==> src/sbp_pkg.sv <==
// Package for the six-button pad reader.
// Holds the transaction structs, per-port state struct, bit positions and the hat encoder.
// No dependencies.
package sbp_pkg;

    localparam logic [1:0] SKIP_TICKS = 2'd2;

    // Button bit positions.
    localparam int BTN_A     = 0;
    localparam int BTN_B     = 1;
    localparam int BTN_C     = 2;
    localparam int BTN_X     = 3;
    localparam int BTN_Y     = 4;
    localparam int BTN_Z     = 5;
    localparam int BTN_START = 6;
    localparam int BTN_MODE  = 7;
    localparam int BTN_HOME  = 8;

    // Direction bit positions.
    localparam int DIR_UP    = 0;
    localparam int DIR_DOWN  = 1;
    localparam int DIR_LEFT  = 2;
    localparam int DIR_RIGHT = 3;

    // Pin bit positions.
    localparam int PIN_D0 = 0;
    localparam int PIN_D1 = 1;
    localparam int PIN_D2 = 2;
    localparam int PIN_D3 = 3;
    localparam int PIN_TL = 4;
    localparam int PIN_TR = 5;

    localparam logic [8:0] MENU_BUTTONS = 9'b1_0000_0000;

    localparam logic [3:0] HAT_CENTER     = 4'd0;
    localparam logic [3:0] HAT_UP         = 4'd1;
    localparam logic [3:0] HAT_UP_RIGHT   = 4'd2;
    localparam logic [3:0] HAT_RIGHT      = 4'd3;
    localparam logic [3:0] HAT_DOWN_RIGHT = 4'd4;
    localparam logic [3:0] HAT_DOWN       = 4'd5;
    localparam logic [3:0] HAT_DOWN_LEFT  = 4'd6;
    localparam logic [3:0] HAT_LEFT       = 4'd7;
    localparam logic [3:0] HAT_UP_LEFT    = 4'd8;

    typedef struct packed {
        logic       port;
        logic [5:0] pins;
    } t_in;

    typedef struct packed {
        logic       select_level;
        logic [3:0] dpad;
        logic [8:0] buttons;
        logic       pad_present;
        logic       changed;
        logic [3:0] hat;
        logic       menu_combo;
    } t_out;

    typedef struct packed {
        logic       select_phase;
        logic       present_flag;
        logic       six_mode_flag;
        logic [1:0] skip_count;
        logic [8:0] button_bits;
        logic [3:0] direction_bits;
        logic [8:0] reported_buttons;
        logic [3:0] reported_directions;
    } t_port_state;

    // After reset the select line is high and everything else is clear.
    localparam t_port_state PORT_RESET =
        t_port_state'({1'b1, {($bits(t_port_state) - 1){1'b0}}});

    // Down wins over up, right wins over left.
    function automatic logic [3:0] hat_code(input logic [3:0] d);
        logic [3:0] code;
        if (d[DIR_DOWN]) begin
            code = d[DIR_RIGHT] ? HAT_DOWN_RIGHT : (d[DIR_LEFT] ? HAT_DOWN_LEFT : HAT_DOWN);
        end else if (d[DIR_UP]) begin
            code = d[DIR_RIGHT] ? HAT_UP_RIGHT : (d[DIR_LEFT] ? HAT_UP_LEFT : HAT_UP);
        end else begin
            code = d[DIR_RIGHT] ? HAT_RIGHT : (d[DIR_LEFT] ? HAT_LEFT : HAT_CENTER);
        end
        return code;
    endfunction

endpackage

==> src/sbp_tick.sv <==
// Per-tick decode for one port of the six-button pad reader.
// Takes one port's state and pin levels, gives the next state and the result.
// Depends on sbp_pkg.
module sbp_tick (
    input  sbp_pkg::t_port_state i_state,
    input  logic [5:0]           i_pins,
    output sbp_pkg::t_port_state o_state,
    output sbp_pkg::t_out        o_result
);
    import sbp_pkg::*;

    logic [5:0] low;
    logic       sel;
    logic [8:0] b;
    logic [3:0] d;
    logic       chg;
    logic       menu;

    assign low = ~i_pins;
    assign sel = ~i_state.select_phase;

    always_comb begin
        o_state = i_state;
        o_state.select_phase = sel;
        b = i_state.button_bits;
        d = i_state.direction_bits;

        if (i_state.skip_count != 2'd0) begin
            // Skipped ticks only sample Home, and only on the first one.
            if (i_state.skip_count == SKIP_TICKS) begin
                b[BTN_HOME] = low[PIN_D0];
            end
            o_state.skip_count = i_state.skip_count - 2'd1;
        end else if (sel) begin
            if (i_state.present_flag) begin
                if (i_state.six_mode_flag) begin
                    b[BTN_Z]    = low[PIN_D0];
                    b[BTN_Y]    = low[PIN_D1];
                    b[BTN_X]    = low[PIN_D2];
                    b[BTN_MODE] = low[PIN_D3];
                    o_state.six_mode_flag = 1'b0;
                    o_state.skip_count    = SKIP_TICKS;
                end else begin
                    d = low[3:0];
                    b[BTN_B] = low[PIN_TL];
                    b[BTN_C] = low[PIN_TR];
                end
            end else begin
                // Two-fire-button pad: fire 1 is A, fire 2 is B.
                d = low[3:0];
                b = '0;
                b[BTN_A] = low[PIN_TL];
                b[BTN_B] = low[PIN_TR];
            end
        end else begin
            o_state.present_flag  = low[PIN_D2] & low[PIN_D3];
            o_state.six_mode_flag = low[PIN_D0] & low[PIN_D1];
            if (o_state.present_flag && !o_state.six_mode_flag) begin
                b[BTN_A]     = low[PIN_TL];
                b[BTN_START] = low[PIN_TR];
            end
        end

        chg  = (b != i_state.reported_buttons) || (d != i_state.reported_directions);
        menu = b[BTN_START] & d[DIR_DOWN];

        o_state.button_bits         = b;
        o_state.direction_bits      = d;
        o_state.reported_buttons    = b;
        o_state.reported_directions = d;

        o_result.select_level = sel;
        o_result.dpad         = d;
        o_result.buttons      = menu ? MENU_BUTTONS : b;
        o_result.pad_present  = o_state.present_flag;
        o_result.changed      = chg;
        o_result.hat          = menu ? HAT_CENTER : hat_code(d);
        o_result.menu_combo   = menu;
    end

endmodule

==> src/six_button_pad_reader.sv <==
// Six-button pad reader top level: input register, per-port state, result register.
// A transaction passes the input register, then the result register.
// One transaction per cycle unless stalled; per-port state update is a single pass.
// Reset (synchronous, active low): every port's select phase goes high, all other
// per-port state clears, and both pipeline registers empty.
// Depends on sbp_pkg and sbp_tick.
module six_button_pad_reader #(
    parameter int PORTS = 2
) (
    input  logic          i_clk,
    input  logic          i_rst_n,
    input  logic          i_in_valid,
    output logic          o_in_stall,
    input  sbp_pkg::t_in  i_in_data,
    output logic          o_out_valid,
    input  logic          i_out_stall,
    output sbp_pkg::t_out o_out_data
);
    import sbp_pkg::*;

    logic        r_in_valid;
    t_in         r_in;
    logic        r_out_valid;
    t_out        r_out;
    t_port_state r_state [PORTS];

    t_port_state cur_state;
    t_port_state nxt_state;
    t_out        tick_result;
    logic        port_ok;
    logic        advance;

    always_comb begin
        cur_state = r_state[0];
        for (int i = 0; i < PORTS; i++) begin
            if (int'(r_in.port) == i) begin
                cur_state = r_state[i];
            end
        end
    end

    assign port_ok    = int'(r_in.port) < PORTS;
    assign advance    = !r_out_valid || !i_out_stall;
    assign o_in_stall = r_in_valid && !advance;

    sbp_tick u_tick (
        .i_state  (cur_state),
        .i_pins   (r_in.pins),
        .o_state  (nxt_state),
        .o_result (tick_result)
    );

    always_ff @(posedge i_clk) begin
        if (!i_rst_n) begin
            r_in_valid  <= 1'b0;
            r_out_valid <= 1'b0;
            for (int i = 0; i < PORTS; i++) begin
                r_state[i] <= PORT_RESET;
            end
        end else begin
            if (!o_in_stall) begin
                r_in_valid <= i_in_valid;
            end
            if (advance) begin
                r_out_valid <= r_in_valid;
                // A port outside the configured range leaves all per-port state untouched.
                if (r_in_valid && port_ok) begin
                    for (int i = 0; i < PORTS; i++) begin
                        if (int'(r_in.port) == i) begin
                            r_state[i] <= nxt_state;
                        end
                    end
                end
            end
        end
    end

    always_ff @(posedge i_clk) begin
        if (!o_in_stall && i_in_valid) begin
            r_in <= i_in_data;
        end
        if (advance && r_in_valid) begin
            r_out <= port_ok ? tick_result : '0;
        end
    end

    assign o_out_valid = r_out_valid;
    assign o_out_data  = r_out;

endmodule
==> config.mk <==
export PLATFORM = sky130hd
export DESIGN_NAME = six_button_pad_reader
export DESIGN_NICKNAME = d
export VERILOG_FILES = /design/src/sbp_pkg.sv /design/src/sbp_tick.sv /design/src/six_button_pad_reader.sv
export SDC_FILE = /design/constraint.sdc
export NUM_CORES = 1
export LEC_CHECK = 0
export BUFFER_PORTS_ARGS = -buffer_cell sky130_fd_sc_hd__buf_2
export CAP_MARGIN = 20
export CELL_PAD_IN_SITES_DETAIL_PLACEMENT = 2
export CELL_PAD_IN_SITES_GLOBAL_PLACEMENT = 2
export CORE_ASPECT_RATIO = 1.25
export CORE_MARGIN = 1
export CORE_UTILIZATION = 40
export CTS_BUF_LIST = sky130_fd_sc_hd__clkbuf_2
export DETAILED_ROUTE_END_ITERATION = 7
export GPL_TIMING_DRIVEN = 0
export PLACE_DENSITY = 0.77
export SLEW_MARGIN = 25
export SYNTH_ARGS = -nofsm -noshare
export SYNTH_HDL_FRONTEND = slang
export SYNTH_HIERARCHICAL = 1
export SYNTH_SLANG_ARGS = --single-unit
==> constraint.sdc <==
create_clock -name i_clk -period 5.5 [get_ports i_clk]
set_input_delay 1.65 -clock i_clk [delete_from_list [all_inputs] [get_ports i_clk]]
set_output_delay 1.65 -clock i_clk [all_outputs]
set_load 0.02 [all_outputs]
== After elaboration in Yosys (flattened, before gate mapping) ==
Memory sizes are Yosys's and may differ from the RTL's.
Cells that the tools add are included.
Storage, ports and cells
  bits in registers: 30
  latch bits: 0
  RAM bits: 62
  ROM bits: 0
  bits of input ports: 11
  output and inout port bits: 23
  logic and storage cells: 85
  memories kept: 1
Memory list
  r_state: words 2, bits a word 31, read ports 2, clocked after memory_dff 0, write ports 2, line six_button_pad_reader.sv:25  | t_port_state r_state [PORTS];
Operators by class
  add/subtract/negate cells: 1
  $mul: 0
  divide/modulo/power cells: 0
  $lt $le $gt $ge: 0
  equal/unequal tests: 3
  shift operators: 0
  mux-type cells: 50
  bitwise gates (word level): 7
  reduce and logical (&&, ||, !) cells: 12
Operator list (count)
  $mux W31: 3
  $mux W4: 10
  $mux W1: 24
  $mux W2: 7
  $mux W5: 2
  $mux W3: 3
  $ne A9 B9 Y1: 1
  $mux W8: 1
  $not A6 Y6: 1
  $logic_not A1 Y1: 5
  $logic_and A1 B1 Y1: 4
  $ne A4 B4 Y1: 1
  $and A1 B1 Y1: 3
  $eq A2 B2 Y1 const B: 1
  $logic_or A1 B1 Y1: 2
  $or A1 B1 Y1: 2
  $reduce_bool A2 Y1: 1
  $sub A2 B1 Y2 const B: 1
  $not A1 Y1: 1

== Depth between registers and ports, before layout ==
Gate-level depths: netlist (run 1).
An unclocked memory read counts as a cell.
  depth in word-level cells: 10
  depth in mapped cells: 13
  gate-level depth less buffers: 8

== By module ==
Netlist (run 1), hierarchy kept.
By module, submodules not included
  six_button_pad_reader: times used 1, cells each 176, area an instance 3638.5 µm², sequential area each 2742.6 µm²
  sbp_tick: times used 1, cells each 163, area an instance 1046.0 µm², sequential area each 0.0 µm²

== Worst setup path before layout (run 1) ==
OpenSTA, ideal clock, no wires.
  kind: input -> register
  start point: in i_out_stall
  end point: mem r_state[0][0] in the netlist's numbering (enable)
  library setup time: 0.462 ns
  arrival time: 4.147 ns
  required time: 5.038 ns
  setup slack: 0.890 ns
  stages: 3
  path buffers: 1
  cells stage by stage: and2_4 > buf_6 > o21ai_0
RTL lines
  start, declared: line six_button_pad_reader.sv:16  | input logic i_out_stall,
  end, declared: line six_button_pad_reader.sv:25

== Worst setup path after layout (run 1) ==
  start point: in i_out_stall
  end point: out o_in_stall
Between the ends
  longest elaborated chain between the ends: 4
RTL lines
  $logic_not A1 Y1: line six_button_pad_reader.sv:43  | assign advance = !r_out_valid || !i_out_stall;
  $logic_or A1 B1 Y1: line six_button_pad_reader.sv:43
  $logic_not A1 Y1: line six_button_pad_reader.sv:44  | assign o_in_stall = r_in_valid && !advance;
  $logic_and A1 B1 Y1: line six_button_pad_reader.sv:44
  end, declared: line six_button_pad_reader.sv:13  | output logic o_in_stall,
Every way passes these cells.

==> results.sh, run 1 <==
export IMPL_drt_iter0_markers=98
export IMPL_dr_wl_met3_um=237
export IMPL_antenna_found_initial=1
export IMPL_core_area_mm2=0.0112
export IMPL_wl_met2_um=5770
export IMPL_synth_commonest_cells="edfxtp_1, mux2_2, nor3b_2, buf_4, nand2_1"
export IMPL_vdd_drop_max_mv=0.101
export IMPL_synth_largest_area_cell="edfxtp_1"
export IMPL_synth_xor_area_share_pct=2.06
export IMPL_p_leak_nw=1.92
export IMPL_area_delta_synth_final_pct=11.0
export IMPL_finalSetupTns_ps=0
export IMPL_rows=43
export IMPL_p_seq_share_pct=59.9
export IMPL_die_area_mm2=0.0122
export IMPL_io_buffers=33
export IMPL_synthTopCellsByArea="edfxtp_1, nor3b_2, mux2_2"
export IMPL_fmax_ghz=0.266
export IMPL_die_w_um=98.8
export IMPL_internal_power_mw=0.993
export IMPL_power_total_mw=1.39
export IMPL_clk_pin_slew_ps=220
export IMPL_fin_util_pct=46.3
export IMPL_cts_tree="built"
export IMPL_slowest_stage="and3_1"
export IMPL_crit_type="in2out"
export IMPL_synthArstFlopShare_pct=0
export IMPL_start_util_pct=41.7
export IMPL_cts_buffer_depth=2
export IMPL_endpoint_kind="primary output"
export IMPL_min_path_cells=1
export IMPL_wirelength_um=11000
export IMPL_slew_headroom_pct=47.7
export IMPL_highest_layer="met4"
export IMPL_synth_compound_area_share_pct=7.93
export IMPL_h_tree_depth=3
export IMPL_cp_depth=3
export IMPL_clkPwrFrac_pct=21.4
export IMPL_wl_met1_um=4830
export IMPL_crit_fanout=3
export IMPL_hold_viol=0
export IMPL_cts_setup_buffers=0
export IMPL_clock_skew_ps=37.0
export IMPL_synth_ff_type="edfxtp_1"
export IMPL_r2r_start="r_in[6]"
export IMPL_hold_path_startpoint="r_in_valid"
export IMPL_ant_nets=0
export IMPL_cp_top_family="buffers and inverters"
export IMPL_grt_pass1_wl_um=17300
export IMPL_p_sw_share_pct=28.6
export IMPL_cts_root_buf="clkbuf_2"
export IMPL_hold_end="o_out_valid"
export IMPL_finalSetupViolCount=0
export IMPL_critPathRequiredTime_ps=3850
export IMPL_routed_via_density=5.31
export IMPL_synth_edf_count=90
export IMPL_final_max_slew_viol_count=0
export IMPL_rsz0062_at_grt="no"
export IMPL_dpl_hpwl_um=7920
export IMPL_ys_ff_latch=92
export IMPL_io_pins=34
export IMPL_post_route_period_util_pct=68.4
export IMPL_crit_chain="buf_2 -> and3_1 -> buf_2"
export IMPL_synth_top_family_by_area="simple AND/OR/NAND/NOR gates"
export IMPL_synth_mux_area_fraction_pct=7.88
export IMPL_synth_most_common_cell="edfxtp_1"
export IMPL_drive_above_1_share_pct=43.3
export IMPL_grtUsageTotal_pct=19.7
export IMPL_syn_nets=350
export IMPL_routabilityCongestion=0.822
export IMPL_synth_cell_types=53
export IMPL_slowest_delay_ps=190
export IMPL_syn_inst=339
export IMPL_cts_sinks=92
export IMPL_synth_top_area_share_pct=57.7
export IMPL_grt_pass1_vias=3000
export IMPL_cts_hold_buffers_added=0
export IMPL_clk_latency_ps=570
export IMPL_die_h_um=123
export IMPL_power_switching_mw=0.399
export IMPL_vias=2808
export IMPL_hold_path_class="reg2reg"
export IMPL_drv_cap=0
export IMPL_ys_seq_area_share_pct=58.5
export IMPL_rr_worst_depth=11
export IMPL_cts_resized=0
export IMPL_power_density_mw_per_mm2=268
export IMPL_wl_per_cell_um=20.8
export IMPL_ys_warn_count=6
export IMPL_seq_area_mm2=0.00274
export IMPL_fillCellCount=1108
export IMPL_synth_fa_ha_area_share_pct=0
export IMPL_drc=0
export IMPL_syn_avg_cell_area_um2=13.8
export IMPL_syn_area_mm2=0.00468
export IMPL_multi_input_area_mm2=0.00159
export IMPL_r2r_end="o_out_data[5]"
export IMPL_grt_overflow=0
export IMPL_reg2reg_slack_ps=1930
export IMPL_cp_common_cell="buf_2"
export IMPL_numCtsBuffers=9
export IMPL_power_share_combinational_pct=18.7
export IMPL_dr_pass1_iters=4
export IMPL_grt_max_degree=15
export IMPL_path_buf_inv=2
export IMPL_critical_path_arrival_ps=2110
export IMPL_nets=399
export IMPL_run_status="finished clean"
export IMPL_yosys_area_share_simple_pct=15.4
export IMPL_min_period_ps=3760
export IMPL_tightestPinTransition_ps=781
export IMPL_start_kind="primary input"
-- through the flow --
step                cell area, um2  std cells  hold WS, ps  setup WS (ps)
finish                        5200        529          604           1740
global route                  5200        529          635           1690
CTS                           5200        528          609           1730
detailed placement            5110        512          562           1740
global placement              5020        507          556           -937
floorplan                     4680        339          512            890
-- worst reg2reg max path: stages (launching register included) --
cell and delay [ps]:
edfxtp_1 370, buf_2 190, buf_6 200, mux2_2 390, clkbuf_1 280, nor2_1 300, a31oi_1 70, o32ai_1 680
xnor2_1 200, nand4_1 110, or4_1 480, buf_4 150
-- worst max path at each step --
stage                      from        endpoint
floorplan           i_out_stall   r_state[0][0]
global placement    i_out_stall  r_state[0][11]
detailed placement  i_out_stall      o_in_stall
CTS                 i_out_stall      o_in_stall
global route        i_out_stall      o_in_stall
finish              i_out_stall      o_in_stall
-- kinds of logic after synthesis --
logic type             count (synthesis)
AO/OA/AOI/OAI                         50
multiplexers                          33
buffers and inverters                 57
flip-flops                            92
AND/OR/NAND/NOR                       96
XOR/XNOR                              11
-- layout by cell type (no fill, tap or decap), types with 2 or more instances in the layout --
master and instances:
xor2_1 3, clkbuf_1 2, buf_8 4, o22ai_1 4
or2_2 2, nor3_1 3, buf_2 40, inv_1 14
clkinv_2 4, o31ai_1 3, nand3_1 3, o211ai_1 5
nor3b_2 30, buf_6 11, a31oi_1 2, and3_1 2
or3_1 2, o21ai_4 2, dfxtp_1 2, edfxtp_1 90
nor4_1 2, nand2_1 18, nand2b_1 5, nor2b_1 6
buf_4 22, a22o_1 2, mux2_2 31, a21o_1 2
nand4_1 2, nor2_1 12, o21a_1 2, a21oi_1 7
clkbuf_2 12, xnor2_1 8, o21ai_0 10, mux2i_1 2
-- power by group through the flow --
stage	sequential, mW	clock [mW]	combinational (mW)
6_report	0.834	0.298	0.260
3_3_place_gp	0.851	0	0.242
5_1_grt	0.839	0.330	0.281
3_5_place_dp	0.851	0	0.260
2_1_floorplan	0.860	0	0.172
4_1_cts	0.835	0.308	0.263
-- metal layers --
layer  vias to the layer above  GRT usage [%]
met5                         -              0
met4                         0           7.00
met3                        14           3.28
met2                        37           34.6
met1                      1424           24.5
li1                       1333              -
-- area by class of cell --
class                      instances  area share [%]
sequential                        92            52.7
multi-input combinational        190            30.5
buffer                            42            6.25
tap                              135            3.25
timing repair buffer              38            4.55
clock buffer                      11            1.06
inverter                          15            1.08
clock inverter                     5           0.553
antenna                            1          0.0481
-- registers in the layout (all words and copies together), names as in the netlist --
register / flops
o_out_valid: 1
r_in: 7
r_state: 62
r_in_valid: 1
o_out_data: 21
(Power assumes the default switching activity.)
==> run 2, diff against run 1 <==
--- a/config.mk
+++ b/config.mk
@@ -5,6 +5,7 @@
 export SDC_FILE = /design/constraint.sdc
 export NUM_CORES = 1
 export LEC_CHECK = 0
+export ABC_AREA = 1
 export BUFFER_PORTS_ARGS = -buffer_cell sky130_fd_sc_hd__buf_2
 export CAP_MARGIN = 20
 export CELL_PAD_IN_SITES_DETAIL_PLACEMENT = 2
@@ -15,7 +16,7 @@
 export CTS_BUF_LIST = sky130_fd_sc_hd__clkbuf_2
 export DETAILED_ROUTE_END_ITERATION = 7
 export GPL_TIMING_DRIVEN = 0
-export PLACE_DENSITY = 0.77
+export PLACE_DENSITY = 0.84
 export SLEW_MARGIN = 25
 export SYNTH_ARGS = -nofsm -noshare
 export SYNTH_HDL_FRONTEND = slang
==> constraint.sdc (replaced) <==
create_clock -name i_clk -period 3.5 [get_ports i_clk]
set_input_delay 1.05 -clock i_clk [delete_from_list [all_inputs] [get_ports i_clk]]
set_output_delay 1.05 -clock i_clk [all_outputs]
set_load 0.02 [all_outputs]
==> run 2 against run 1 <==
Compared with the run above:
- the flow now finishes with violations (DRC)
- clock power up 86%
- total power up 67%
- core utilization shrank 0.24 points
- final cell count increased by 28%
==> results.sh, run 2 <==
export IMPL_finalSetupViolCount=0
export IMPL_grtUsageTotal_pct=24.4
export IMPL_wl_per_cell_um=20.2
export IMPL_cts_sinks=92
export IMPL_hold_path_startpoint="i_in_data[4]"
export IMPL_h_tree_depth=3
export IMPL_core_area_mm2=0.0112
export IMPL_tightestPinTransition_ps=923
export IMPL_endpoint_kind="register"
export IMPL_clock_skew_ps=35.6
export IMPL_final_max_slew_viol_count=0
export IMPL_grt_max_degree=23
export IMPL_numCtsBuffers=9
export IMPL_io_pins=34
export IMPL_routabilityCongestion=0.780
export IMPL_ys_ff_latch=92
export IMPL_violations="DRC"
export IMPL_post_route_period_util_pct=83.8
export IMPL_cts_resized=0
export IMPL_io_buffers=33
export IMPL_synth_most_common_cell="nand2_1"
export IMPL_ys_warn_count=6
export IMPL_synth_cell_types=28
export IMPL_vdd_drop_max_mv=0.225
export IMPL_syn_area_mm2=0.00463
export IMPL_routed_via_density=5.10
export IMPL_cts_root_buf="clkbuf_2"
export IMPL_antenna_found_initial=1
export IMPL_p_leak_nw=2.31
export IMPL_crit_fanout=10
export IMPL_r2r_start="r_in[6]"
export IMPL_rows=43
export IMPL_area_delta_synth_final_pct=11.2
export IMPL_synth_ff_type="edfxtp_1"
export IMPL_largest_register="r_state"
export IMPL_synth_largest_area_cell="edfxtp_1"
export IMPL_ant_nets=0
export IMPL_dr_pass1_iters=8
export IMPL_fin_cells=677
export IMPL_power_density_mw_per_mm2=450
export IMPL_syn_avg_cell_area_um2=9.45
export IMPL_start_kind="register"
export IMPL_synth_top_area_share_pct=58.4
export IMPL_syn_nets=501
export IMPL_syn_inst=490
export IMPL_grt_overflow=0
export IMPL_fin_util_pct=46.0
export IMPL_vias=3455
export IMPL_ys_seq_area_share_pct=59.2
export IMPL_die_h_um=122
export IMPL_largest_reg_flops=62
export IMPL_dpl_hpwl_um=9930
export IMPL_critPathRequiredTime_ps=3920
export IMPL_cts_hold_buffers_added=0
export IMPL_synth_edf_count=90
export IMPL_start_util_pct=41.4
export IMPL_die_w_um=98.2
export IMPL_fillCellCount=1256
export IMPL_crit_type="reg2reg"
export IMPL_reg2reg_slack_ps=570
export IMPL_seq_area_mm2=0.00274
export IMPL_slew_headroom_pct=38.4
export IMPL_layout_common_cells="nand2_1, edfxtp_1, inv_1, buf_2, nor2_2"
export IMPL_run_status="finished, violations left"
export IMPL_rr_worst_depth=15
export IMPL_hold_end="r_in[4]"
export IMPL_hold_viol=0
export IMPL_synth_commonest_cells="nand2_1, edfxtp_1, inv_1, nor2_2, buf_4"
export IMPL_finalSetupTns_ps=0
export IMPL_grt_pass1_wl_um=21100
export IMPL_clk_latency_ps=610
export IMPL_min_path_cells=1
export IMPL_drc=2
export IMPL_nets=547
export IMPL_die_area_mm2=0.0120
export IMPL_drv_cap=0
export IMPL_clk_pin_slew_ps=270
export IMPL_cts_tree="built"
export IMPL_min_period_ps=2930
export IMPL_cts_buffer_depth=2
export IMPL_drt_iter0_markers=187
export IMPL_layout_commonest_cell="nand2_1"
export IMPL_wirelength_um=13700
export IMPL_hold_slack_ps=620
export IMPL_rsz0062_at_grt="no"
export IMPL_hold_path_class="in2reg"
export IMPL_synthArstFlopShare_pct=0
export IMPL_drive_above_1_share_pct=25.7
export IMPL_cts_setup_buffers=0
export IMPL_critical_path_arrival_ps=3350
export IMPL_dp_cells=660
export IMPL_r2r_end="o_out_data[5]"
export IMPL_synthTopCellsByArea="edfxtp_1, nand2_1, inv_1"
export IMPL_fmax_ghz=0.341
export IMPL_multi_input_area_mm2=0.00138
export IMPL_grt_pass1_vias=3886
run 2: changes by cell type after synthesis, sizes merged, moves of 19 or more:
cell	before	now
inv	15	69
nor2	12	59
nand2	18	186
mux2	31	0
nand3	3	22
nor3b	30	0
run 2: worst max-delay path: stages (launching register included):
cell and delay, ps:
edfxtp_1 440, buf_2 180, buf_2 220, nand2_1 90
nand2_1 140, inv_1 160, nand2_2 150, nor2_2 330
nand2_1 170, nand3_1 110, nand2_1 50, nor2_1 180
nand2_1 90, nor2_1 170, nand3_1 120, buf_4 150
run 2: worst max path at each step:
stage | from | to | slack [ps] | cells past startpoint
2_1_floorplan | i_out_stall | o_in_stall | 1130 | 2
3_5_place_dp | r_in[6] | o_out_data[5] | 620 | 15
4_1_cts | r_in[6] | o_out_data[5] | 570 | 15
3_3_place_gp | i_out_stall | r_state[0][47] | 520 | 4
5_1_grt | r_in[6] | o_out_data[5] | 370 | 15
6_report | r_in[6] | o_out_data[5] | 570 | 15
run 2: stage by stage:
step / setup slack, ps / total power, mW / area (um2)
2_1_floorplan: 1130 / 1.63 / 4630
3_3_place_gp: 523 / 1.74 / 4960
3_5_place_dp: 616 / 1.79 / 5030
4_1_cts: 575 / 2.34 / 5150
5_1_grt: 367 / 2.42 / 5150
6_report: 567 / 2.32 / 5150
run 2: final cells by class:
class	count	area share, %
diodes	1	0.0486
plain buffers	34	5.00
clock buffers	10	0.972
clock inverters	6	1.26
inverters	69	5.03
multi-input cells	295	26.9
flip-flops and latches	92	53.3
well taps	135	3.28
repair buffers	35	4.28
run 2: kinds of logic after synthesis:
| kind of cell | share of synthesized area (%) |
|---|---|
| buffers and inverters | 11.2 |
| and+or+nand+nor | 26.3 |
| AOI/OAI and AO/OA | 3.35 |
| DFF | 59.2 |
run 2: report_power, final:
group          switching [mW]  total, mW  internal, mW
Sequential             0.0276       1.32          1.29
Combinational           0.304      0.447         0.143
Clock                   0.391      0.555         0.164
Total                   0.722       2.32          1.60
run 2: metal layers:
metal  wire length [um]  share of wire (%)  track usage [%]  vias up
met5                  0                  0                0        -
met1               5450                 40             26.5     1748
met4                236                1.7             8.40        0
met3                382                2.8             3.13       16
li1                   -                  -                -     1622
met2               7600                 56             48.4       69
==> run 3, diff against run 2 <==
==> constraint.sdc (replaced) <==
create_clock -name i_clk -period 2.7 [get_ports i_clk]
set_input_delay 0.81 -clock i_clk [delete_from_list [all_inputs] [get_ports i_clk]]
set_output_delay 0.81 -clock i_clk [all_outputs]
set_load 0.02 [all_outputs]
==> run 3 against run 2 <==
Compared with the run above:
- the run still ends with DRC left
- routed wire length rose by 9.6%
- clock skew rose by 19 ps
- worst hold slack got worse by 270 ps
- first-iteration DRC count fell by 12%
- critical path depth fell by 3
- core utilization rose by 1.5 points
- global-route usage rose by 0.14 points
- die area did not move
- largest cell class unchanged
- largest power group unchanged
- highest routed layer unchanged
==> results.sh, run 3 (same netlist as run 2, synthesis figures left out) <==
export IMPL_grt_max_degree=23
export IMPL_largest_reg_flops=62
export IMPL_routabilityCongestion=0.780
export IMPL_placedInstanceArea_mm2=0.00503
export IMPL_min_period_ps=2560
export IMPL_run_status="finished, violations left"
export IMPL_vdd_drop_max_mv=0.311
export IMPL_drt_iter0_markers=165
export IMPL_dr_wl_met3_um=366
export IMPL_wl_met2_um=8130
export IMPL_grtUsageTotal_pct=24.5
export IMPL_cts_sinks=92
export IMPL_core_area_mm2=0.0112
export IMPL_multi_input_area_mm2=0.00144
export IMPL_crit_fanout=10
export IMPL_wl_met1_um=6040
export IMPL_hold_path_class="in2reg"
export IMPL_cts_root_buf="clkbuf_2"
export IMPL_fillCellCount=1225
export IMPL_nets=553
export IMPL_hold_viol=0
export IMPL_power_total_mw=3.11
export IMPL_clk_latency_ps=630
export IMPL_tightestPinTransition_ps=928
export IMPL_slew_headroom_pct=38.0
export IMPL_fmax_ghz=0.390
export IMPL_critical_path_arrival_ps=2930
export IMPL_drv_cap=0
export IMPL_die_w_um=98.2
export IMPL_hold_slack_ps=347
export IMPL_numCtsBuffers=9
export IMPL_final_max_slew_viol_count=0
export IMPL_ant_nets=0
export IMPL_io_buffers=33
export IMPL_post_route_period_util_pct=94.8
export IMPL_p_leak_nw=2.37
export IMPL_h_tree_depth=3
export IMPL_seq_area_mm2=0.00274
export IMPL_cts_buffer_depth=2
export IMPL_layout_commonest_cell="nand2_1"
export IMPL_antenna_found_initial=1
export IMPL_area_delta_synth_final_pct=14.9
export IMPL_vias=3533
export IMPL_crit_type="reg2reg"
export IMPL_die_h_um=122
export IMPL_finalSetupViolCount=0
export IMPL_layout_common_cells="nand2_1, edfxtp_1, inv_1, buf_2, nor2_2"
export IMPL_drc=2
export IMPL_critPathRequiredTime_ps=3070
export IMPL_dr_pass1_iters=8
export IMPL_routed_via_density=5.17
export IMPL_wl_per_cell_um=21.9
export IMPL_drive_above_1_share_pct=28.7
export IMPL_grt_overflow=0
export IMPL_cts_tree="built"
export IMPL_io_pins=34
export IMPL_largest_register="r_state"
export IMPL_grt_pass1_vias=3907
export IMPL_endpoint_kind="register"
export IMPL_highest_layer="met4"
export IMPL_start_kind="register"
export IMPL_wirelength_um=15000
export IMPL_die_area_mm2=0.0120
export IMPL_power_density_mw_per_mm2=584
export IMPL_grt_pass1_wl_um=21300
export IMPL_fin_area_mm2=0.00532
export IMPL_dpl_hpwl_um=9930
export IMPL_clock_skew_ps=55.0
export IMPL_start_util_pct=41.4
export IMPL_clk_pin_slew_ps=280
export IMPL_violations="DRC"
export IMPL_rows=43
-- run 3: cell types whose count changed in the layout (fill, tap and decap cells not counted), moves of 3 or more --
cell,before,now
buf_4,25,29
nand2_1,179,171
buf_2,38,34
nand2_2,5,10
nand2_4,2,5
-- run 3: report_power, final --
part	switching, mW	internal [mW]
logic	0.424	0.215
registers	0.0383	1.67
clock network	0.550	0.213
-- run 3: through the flow --
| stage | std cells | TNS (ps) | worst slack (ps) | utilization, % |
|---|---|---|---|---|
| final | 683 | 0 | 139 | 47.6 |
| after global routing | 683 | -12.5 | -12.5 | 47.6 |
| after CTS | 676 | 0 | 10.3 | 46.3 |
| after detailed placement | 660 | -184 | -184 | 45.0 |
| after global placement | 658 | -1720 | -37.3 | 44.4 |
| after floorplan | 490 | 0 | 562 | - |
-- run 3: cell type report --
cell class              instances  area share [%]
diodes                          1          0.0470
well taps                     135            3.17
plain buffers                  34            5.69
repair buffers                 41            5.31
clock inverters                 6            1.22
multi-input cells             295            27.1
flip-flops and latches         92            51.5
inverters                      69            5.01
clock buffers                  10           0.940
-- run 3: timing repair --
item	in CTS	in global routing
setup endpoints to repair	5	10
resized for setup	11	25
hold buffers	0	0
setup buffers	0	5
pin swaps	0	6
gates cloned	0	1
-- run 3: worst paths after layout --
kind                      from              to  slack [ps]  cells after the start
hold reg to reg    o_out_valid     o_out_valid         640                      2
setup / recovery       r_in[6]  o_out_data[10]         140                     12
setup reg to reg       r_in[6]  o_out_data[10]         140                     12
hold / removal    i_in_data[4]         r_in[4]         350                      1
-- run 3: layer usage --
metal	vias up	track usage, %
met3	29	3.42
met2	81	48.7
li1	1639	-
met4	0	8.40
met1	1784	26.5
met5	-	0
-- run 3: critical path: stages, from the launching register on --
cell      delay [ps]
edfxtp_1         450
buf_6            160
inv_4             80
buf_8            160
nand2_1           80
nand2_2          130
inv_6             80
nor2_1           260
nand3_1          190
nand2_1          240
nand2_1          140
inv_2            260
a21oi_1           90
